## config.mk

```make
export PLATFORM = sky130hd
export DESIGN_NAME = obc_cordic_stage
export DESIGN_NICKNAME = d
export VERILOG_FILES = /design/src/sv/obc_pkg.sv /design/src/sv/obc_cordic_stage.sv
export SDC_FILE = /design/constraint.sdc
export NUM_CORES = 1
export LEC_CHECK = 0
export BUFFER_PORTS_ARGS = -buffer_cell sky130_fd_sc_hd__buf_2
export CAP_MARGIN = 5
export CORE_UTILIZATION = 51
export CTS_BUF_LIST = sky130_fd_sc_hd__clkbuf_4
export CTS_CLUSTER_SIZE = 8
export DETAILED_ROUTE_END_ITERATION = 12
export GPL_TIMING_DRIVEN = 0
export PLACE_DENSITY_LB_ADDON = 0.08
export SYNTH_ARGS = -nofsm -noshare
export SYNTH_HDL_FRONTEND = slang
export SYNTH_SLANG_ARGS = --single-unit
```

## constraint.sdc

```tcl
create_clock -name clk -period 3.2 [get_ports clk]
set_input_delay 0.64 -clock clk [delete_from_list [all_inputs] [get_ports clk]]
set_output_delay 0.64 -clock clk [all_outputs]
set_load 0.01 [all_outputs]
```

## src/sv/obc_pkg.sv

```systemverilog
`timescale 1ns / 1ps
package obc_pkg;

  localparam int CORDIC_STEPS = 16;
  localparam int TRIG_W = 34;
  localparam int ANG_W = 33;
  localparam int DIM_W = 16;
  localparam int PROD_W = DIM_W + 1 + TRIG_W;
  localparam int TERM_W = PROD_W - 30;
  localparam logic signed [TRIG_W-1:0] CORDIC_GAIN = 34'sd652032874;

  typedef enum logic [2:0] {
    REG_OVERHANG = 3'd0,
    REG_WIDTH    = 3'd1,
    REG_LENGTH   = 3'd2,
    REG_XLO      = 3'd3,
    REG_XHI      = 3'd4,
    REG_YLO      = 3'd5,
    REG_YHI      = 3'd6,
    REG_NONE     = 3'd7
  } reg_idx_t;

  typedef struct packed {
    logic                     vld;
    logic [1:0]               quad;
    logic signed [TRIG_W-1:0] cx;
    logic signed [TRIG_W-1:0] sy;
    logic signed [ANG_W-1:0]  z;
  } cordic_t;

  // Arc tangent of 2^-i in units of 2^-32 turn.
  function automatic logic signed [ANG_W-1:0] atan_turn(input logic [3:0] idx);
    logic signed [ANG_W-1:0] a;
    unique case (idx)
      4'd0:  a = 33'sd536870912;
      4'd1:  a = 33'sd316933406;
      4'd2:  a = 33'sd167458907;
      4'd3:  a = 33'sd85004756;
      4'd4:  a = 33'sd42667331;
      4'd5:  a = 33'sd21354465;
      4'd6:  a = 33'sd10679838;
      4'd7:  a = 33'sd5340245;
      4'd8:  a = 33'sd2670163;
      4'd9:  a = 33'sd1335087;
      4'd10: a = 33'sd667544;
      4'd11: a = 33'sd333772;
      4'd12: a = 33'sd166886;
      4'd13: a = 33'sd83443;
      4'd14: a = 33'sd41722;
      default: a = 33'sd20861;
    endcase
    return a;
  endfunction

endpackage

```

## src/sv/obc_cordic_stage.sv

```systemverilog
`timescale 1ns / 1ps
module obc_cordic_stage #(
  parameter int STAGE = 0
) (
  input  logic             clk,
  input  logic             rst_n,
  input  obc_pkg::cordic_t st_in,
  output obc_pkg::cordic_t st_out
);

  obc_pkg::cordic_t st_r;
  obc_pkg::cordic_t st_nxt;

  always_comb begin
    st_nxt = st_in;
    if (!st_in.z[obc_pkg::ANG_W-1]) begin
      st_nxt.cx = st_in.cx - (st_in.sy >>> STAGE);
      st_nxt.sy = st_in.sy + (st_in.cx >>> STAGE);
      st_nxt.z  = st_in.z - obc_pkg::atan_turn(4'(STAGE));
    end else begin
      st_nxt.cx = st_in.cx + (st_in.sy >>> STAGE);
      st_nxt.sy = st_in.sy - (st_in.cx >>> STAGE);
      st_nxt.z  = st_in.z + obc_pkg::atan_turn(4'(STAGE));
    end
  end

  always_ff @(posedge clk) begin
    if (!rst_n) begin
      st_r.vld <= 1'b0;
    end else begin
      st_r <= st_nxt;
    end
  end

  assign st_out = st_r;

endmodule

```

==> impl_metrics.json, run 1 <==
{
  "relSlewSlack": 0.4119,
  "finalSetupViolCount": 0,
  "grt_max_degree": 67,
  "grt-ovfl-total": 0,
  "fin_crit_sh": 0.9815,
  "h-tree-depth": 3,
  "rsz0062_at_grt": "true",
  "drt_iter0_drc": 1005,
  "fill_cells": 1554,
  "cts_hold_buffers": 0,
  "grt_pass1_wl_mm": 42.18,
  "synth_top_area_frac": 0.3394,
  "gp_congestion": 0.9948,
  "ant_nets": 0,
  "dieWidth_um": 135.0,
  "start_kind": "primary input",
  "slew_viol_final": 0,
  "cts_buffers": 9,
  "syn_area_um2": 9025,
  "cts_sinks": 103,
  "min_period_ns": 3.141,
  "initial_core_util": 0.5218,
  "ys_seq_elements": 103,
  "clockBufferDepth": 2,
  "cp-end-kind": "flop",
  "row_count": 48,
  "drive_gt1_frac": 0.2424,
  "drc": 0,
  "p_leak_nw": 4.868,
  "ir_worst_vdd_v": 0.0002216,
  "hold_path_class": "primary input to flop",
  "synthCells": 993,
  "hold-path-endpoint": "st_out[22]",
  "yosys_warnings": 0,
  "cp_max_fo": 4,
  "min-delay-start": "st_in[22]",
  "cp.required_ns": 3.52,
  "viasPerCell": 5.934,
  "run_status": "finished clean",
  "whs_path_depth": 1,
  "synth_most_common_cell": "a21oi_1",
  "cts-root-buf": "clkbuf_4",
  "max_freq_mhz": 318.4,
  "cp.arrival_ns": 3.46,
  "synth_nets": 1204,
  "antenna_found_initial": 2,
  "area_delta_synth_final_pct": 18.26,
  "finalHoldViolCount": 0,
  "clkTransAtPathRegs_ns": 0.20,
  "wirelength_mm": 28.06,
  "ys.flop_type": "edfxtp_1",
  "tns_ns": 0,
  "ios": 210,
  "synth.area.top_cells": "edfxtp_1, ha_1, a21oi_1, xnor2_1, inv_1",
  "grt_pass1_vias": 7841,
  "cts_tree": "done",
  "regArea_um2": 3083,
  "die_area_um2": 18230,
  "core_area_um2": 17300,
  "critical_path_class": "primary input to flop",
  "netlist-cell-type-count": 73,
  "async_flop_share": 0,
  "synth-seq-area-share": 0.3416,
  "synthTopCellsByCount": "a21oi_1, inv_1, edfxtp_1",
  "synth_edf_count": 102,
  "wl_per_cell_um": 19.38,
  "grt_usage": 0.3064,
  "io_buffers": 209,
  "die_y_um": 135.0,
  "worst_pin_slew_ns": 0.8821,
  "p_per_area_nw_per_um2": 400.9,
  "dpl.hpwl_mm": 21.87,
  "yosys.area.top_type": "edfxtp_1",
  "cap_violations": 0,
  "vias": 8592,
  "final_core_util": 0.6170,
  "multi_input_area_um2": 5376,
  "dr.pass1.iters": 5,
  "avgSynthCellArea_um2": 9.089,
  "fin_nets": 1427,
  "largest_register_ffs": 103
}
## worst max path at each step
stage / depth (start not counted) / start / slack, ns / to
2_1_floorplan: 11 / st_in[33] / 0.08 / st_out[99]
3_3_place_gp: 12 / st_in[35] / -0.73 / st_out[59]
3_5_place_dp: 12 / st_in[35] / -0.74 / st_out[59]
4_1_cts: 13 / st_in[67] / 0.03 / st_out[89]
5_1_grt: 13 / st_in[35] / -0.05 / st_out[60]
6_report: 13 / st_in[33] / 0.06 / st_out[99]
## timing repair
action | in CTS | in global routing
buffers inserted | 0 | 2
pin swaps | 0 | 2
endpoints found under the setup margin | 6 | 23
gates resized for setup | 3 | 20
## critical path, cell delays in order
cell and delay, ns:
buf_2 0.12, ha_1 0.22, fa_1 0.44, nand2b_1 0.13, a221oi_2 0.08, o211a_1 0.29, buf_4 0.16, o311a_1 0.32
a21o_1 0.24, a41o_4 0.33, a211oi_4 0.26, o21ai_2 0.08, xnor2_1 0.13
## cell usage in the layout, fill, tap and decap left out, types with 13 or more instances in the layout
master / Yosys / routed
edfxtp_1: 102 / 102
nor3_1: 17 / 16
inv_1: 108 / 108
xnor2_1: 60 / 60
nand2_1: 39 / 39
nor2_1: 86 / 86
clkbuf_1: 15 / 14
o21ai_0: 64 / 62
nand2b_1: 15 / 15
nand3_1: 13 / 13
ha_1: 101 / 101
o211ai_1: 16 / 16
buf_2: 13 / 221
a21o_1: 30 / 30
a21oi_1: 110 / 109
## stage by stage
| stage | cells | worst slack (ns) | hold WS, ns | total power (W) | instance area, µm² |
|---|---|---|---|---|---|
| 2_1_floorplan | 993 | 0.07823 | 0.7389 | 0.002866 | 9025 |
| 3_3_place_gp | 1427 | -0.7270 | 0.8162 | 0.003470 | 10350 |
| 3_5_place_dp | 1428 | -0.7390 | 0.8181 | 0.003482 | 10380 |
| 4_1_cts | 1444 | 0.02897 | 0.2537 | 0.004229 | 10560 |
| 5_1_grt | 1448 | -0.04848 | 0.2577 | 0.004489 | 10670 |
| 6_report | 1448 | 0.05922 | 0.2673 | 0.004278 | 10670 |
## cell families (layout without fill, tap and decap cells)
logic type	after synthesis	in the layout	share of synthesized area
and+or+nand+nor	218	218	0.1134
other	0	2	0
AOI/OAI and AO/OA	334	334	0.2461
DFF	103	103	0.3416
muxes	9	9	0.009982
adders and majority gates	105	105	0.1489
buffers and inverters	157	385	0.07500
xor gates and xnor gates	67	67	0.06502
## power by group
part,internal [W],switching [W]
logic,0.000674,0.00107
registers,0.00173,0.0000465
clock network,0.000193,0.000562
total,0.00259,0.00168
## layout make-up
cell class / count / area share
Multi-Input combinational cell: 733 / 0.5038
Sequential cell: 103 / 0.2889
Timing Repair Buffer: 212 / 0.1022
Inverter: 110 / 0.03869
Tap cell: 225 / 0.02638
Buffer: 47 / 0.02497
Clock inverter: 7 / 0.008324
Clock buffer: 9 / 0.006331
Antenna cell: 2 / 0.0004689
## layer usage
metal  up-vias  part of all wire  global-route usage
met3        58             0.099             0.04017
met5         -                 0                   0
li1       4014                 -                   -
met4         0             0.031              0.1323
met1      4005              0.44              0.4369
met2       515              0.43              0.4645
Power figures use the tool's default switching activity.
==> inputs of run 2 (changes only) <==
CORE_UTILIZATION = 52   (was 51)
RECOVER_POWER = 50   (was default)
clock period = 3.95 ns   (was 3.2 ns; I/O delays follow)
==> impl_metrics.json, run 2 (same netlist as run 1, synthesis figures left out) <==
{
  "crit_buf_inv": 3,
  "critical_path_class": "primary input to flop",
  "clkTransAtPathRegs_ns": 0.19,
  "drt_iter0_drc": 1098,
  "violations": "capacitance limit, slew limit",
  "finalHoldViolCount": 0,
  "fin_nets": 1425,
  "final_core_util": 0.6269,
  "final_common_cell": "buf_2",
  "ir_worst_vdd_v": 0.0001800,
  "min_period_ns": 3.692,
  "slew_viol_final": 56,
  "die_area_um2": 17890,
  "cpMostUsedCell": "buf_2",
  "worst_pin_slew_ns": 3.143,
  "p_per_area_nw_per_um2": 325.0,
  "cp-end-kind": "flop",
  "cp.required_ns": 4.28,
  "cp_max_fo": 10,
  "cts_resized": 0,
  "relSlewSlack": -1.096,
  "stdcell_count": 1440,
  "finalSetupViolCount": 0,
  "cap_violations": 1,
  "rsz0062_at_grt": "false",
  "antenna_found_initial": 1,
  "hold_path_class": "primary input to flop",
  "drive_gt1_frac": 0.2108,
  "dpl.hpwl_mm": 21.88,
  "vias": 8555,
  "ios": 210,
  "io_buffers": 209,
  "cts-root-buf": "clkbuf_4",
  "cts_buffers": 9,
  "max_freq_mhz": 270.9,
  "clockBufferDepth": 2,
  "row_count": 47,
  "numPlacedInstances": 1423,
  "most-common-layout-cells": "buf_2, a21oi_1, inv_1",
  "drc": 0,
  "die_y_um": 133.7,
  "wl_per_cell_um": 19.17,
  "cp_slowest_cell": "o41ai_2",
  "total_power_w": 0.003415,
  "whs_ns": 0.4319,
  "dieWidth_um": 133.7,
  "gp_congestion": 0.9907,
  "fin_crit_sh": 0.9347,
  "cts_tree": "done",
  "grt_max_degree": 57,
  "start_kind": "primary input",
  "cp_top_family": "compound AO/OA/AOI/OAI gates",
  "h-tree-depth": 3,
  "dr.pass1.iters": 8,
  "largest_register_ffs": 103,
  "path_cells": "buf_2 -> inv_1 -> ha_1 -> buf_2 -> a21oi_1 -> o31ai_1 -> o41ai_2 -> o21ai_0 -> a311oi_1 -> mux2i_1 -> xnor2_1",
  "viasPerCell": 5.941,
  "core_area_um2": 16760,
  "regArea_um2": 3083,
  "cts_hold_buffers": 0,
  "grt_pass1_wl_mm": 42.82,
  "ant_nets": 0,
  "cp.arrival_ns": 4.02,
  "cts_sinks": 103,
  "fill_cells": 1525,
  "cp_slowest_stage_delay_ns": 0.72,
  "multi_input_area_um2": 5265,
  "grt-ovfl-total": 0,
  "wirelength_mm": 27.60,
  "postCtsSetupBuffers": 0,
  "area_delta_synth_final_pct": 16.41,
  "grt_pass1_vias": 7971,
  "run_status": "finished with violations",
  "grt_usage": 0.3108,
  "initial_core_util": 0.5385,
  "p_leak_nw": 4.765
}
==> run 2: layer usage <==
metal | wire, µm | global-route usage | vias to the layer above
met2 | 12120 | 0.4813 | 527
met4 | 676 | 0.09722 | 0
met3 | 2999 | 0.05974 | 71
li1 | - | - | 4006
met1 | 11800 | 0.4366 | 3951
met5 | 0 | 0 | -
==> run 2: report_power, final <==
group / switching (W) / leakage, nW / internal [W]
clock: 0.000438 / 0.0824 / 0.000156
sequential: 0.0000416 / 1.01 / 0.00140
combinational: 0.000850 / 3.68 / 0.000525
==> run 2: final timing paths <==
path,end,depth (start not counted),start
max,st_out[56],11,st_in[41]
min,st_out[7],1,st_in[7]
==> run 2: per-stage QoR <==
step | setup WS (ns) | setup TNS [ns] | area, µm²
3_3_place_gp | -0.1140 | -0.2506 | 10350
6_report | 0.2579 | 0 | 10510
2_1_floorplan | 0.6782 | 0 | 9025
3_5_place_dp | -0.1095 | -0.2857 | 10380
5_1_grt | 0.2031 | 0 | 10510
4_1_cts | 0.4395 | 0 | 10530
==> run 2: cell type report <==
class	instances	area share
diodes	1	0.0002382
plain buffers	47	0.02513
clock buffers	9	0.006431
clock inverters	7	0.008455
inverters	110	0.03930
multi-input cells	733	0.5011
flip-flops and latches	103	0.2934
well taps	220	0.02620
repair buffers	210	0.09968
==> inputs of run 3 (changes only) <==
CORE_MARGIN = 3   (was default)
RECOVER_POWER = default   (was 50)
==> impl_metrics.json, run 3 (same netlist as run 1, synthesis figures left out) <==
{
  "grt_pass1_wl_mm": 42.26,
  "cts_sinks": 103,
  "p_leak_nw": 4.824,
  "cts-root-buf": "clkbuf_4",
  "fin_crit_sh": 0.9213,
  "antenna_found_initial": 1,
  "slew_viol_final": 0,
  "ant_nets": 0,
  "cp_slowest_cell": "a211oi_1",
  "cts_buffers": 9,
  "final_common_cell": "buf_2",
  "drc": 0,
  "start_kind": "primary input",
  "hold_path_class": "primary input to flop",
  "io_buffers": 209,
  "drive_gt1_frac": 0.2281,
  "rsz0062_at_grt": "false",
  "cts_resized": 0,
  "grt-ovfl-total": 0,
  "area_delta_synth_final_pct": 16.73,
  "clockBufferDepth": 2,
  "grt_usage": 0.2876,
  "critical_path_class": "primary input to flop",
  "relSlewSlack": 0.4149,
  "fill_cells": 1521,
  "gp_congestion": 0.9729,
  "dpl.hpwl_mm": 22.25,
  "cp_max_fo": 10,
  "total_power_w": 0.003434,
  "ios": 210,
  "grt_pass1_vias": 7726,
  "p_per_area_nw_per_um2": 326.0,
  "wl_per_cell_um": 19.57,
  "crit_buf_inv": 3,
  "die_area_um2": 18970,
  "vias": 8517,
  "initial_core_util": 0.5385,
  "row_count": 47,
  "cp_slowest_stage_delay_ns": 0.58,
  "dieWidth_um": 137.7,
  "cp.arrival_ns": 3.93,
  "die_y_um": 137.7,
  "tns_ns": 0,
  "cts_tree": "done",
  "cap_violations": 0,
  "most-common-layout-cells": "buf_2, a21oi_1, inv_1",
  "finalHoldViolCount": 0,
  "min_period_ns": 3.639,
  "postCtsSetupBuffers": 0,
  "grt_max_degree": 60,
  "cp_top_family": "compound AO/OA/AOI/OAI gates",
  "run_status": "finished clean",
  "viasPerCell": 5.915,
  "cp.required_ns": 4.24,
  "ir_worst_vdd_v": 0.0001649,
  "cp-end-kind": "flop",
  "finalSetupViolCount": 0,
  "dr.pass1.iters": 5,
  "max_freq_mhz": 274.8,
  "h-tree-depth": 3,
  "fin_nets": 1425,
  "clkTransAtPathRegs_ns": 0.20,
  "worst_pin_slew_ns": 0.8667,
  "cts_hold_buffers": 0,
  "path_cells": "buf_2 -> inv_1 -> ha_1 -> buf_1 -> a21o_1 -> a41oi_1 -> o311ai_1 -> o31a_1 -> a211oi_1 -> o21ai_0 -> mux2i_1 -> xnor2_1",
  "largest_register_ffs": 103,
  "final_core_util": 0.6286,
  "drt_iter0_drc": 1212,
  "core_area_um2": 16760,
  "wirelength_mm": 28.18
}
==> run 3: where the power goes <==
part	leakage [nW]	internal [W]	switching, W
sequential	1.01	0.00140	0.0000390
clock	0.0824	0.000156	0.000449
combinational	3.74	0.000534	0.000856
total	4.82	0.00209	0.00134
==> run 3: through the flow <==
step	cell area (µm²)	hold slack, ns	cells	setup WS (ns)
finish	10540	0.4388	1440	0.3108
global route	10540	0.3981	1440	0.2868
detailed placement	10380	0.9684	1423	-0.08082
global placement	10350	0.9669	1422	-0.08824
CTS	10530	0.4180	1439	0.4706
floorplan	9025	0.8889	993	0.6782
==> run 3: layout make-up <==
class                      instances  area (µm²)  area share
multi-input combinational        733        5265      0.4998
inverter                         110       412.9     0.03919
antenna                            1       2.502   0.0002375
buffer                            47       264.0     0.02506
tap                              220       275.3     0.02613
clock buffer                       9       67.56    0.006413
sequential                       103        3083      0.2926
clock inverter                     7       88.84    0.008432
timing repair buffer             210        1076      0.1021
==> run 3: routing by layer <==
layer | wire [µm] | vias up | global-route usage
li1 | - | 4000 | -
met1 | 12160 | 3944 | 0.4247
met2 | 12470 | 509 | 0.4401
met3 | 2853 | 64 | 0.04200
met4 | 696 | 0 | 0.07958
met5 | 0 | - | 0
==> run 3: path summary, 6_finish.rpt <==
| kind | start | endpoint | cells past startpoint |
|---|---|---|---|
| worst max-delay path | st_in[51] | st_out[96] | 12 |
| worst min-delay path | st_in[102] | st_out[102] | 1 |
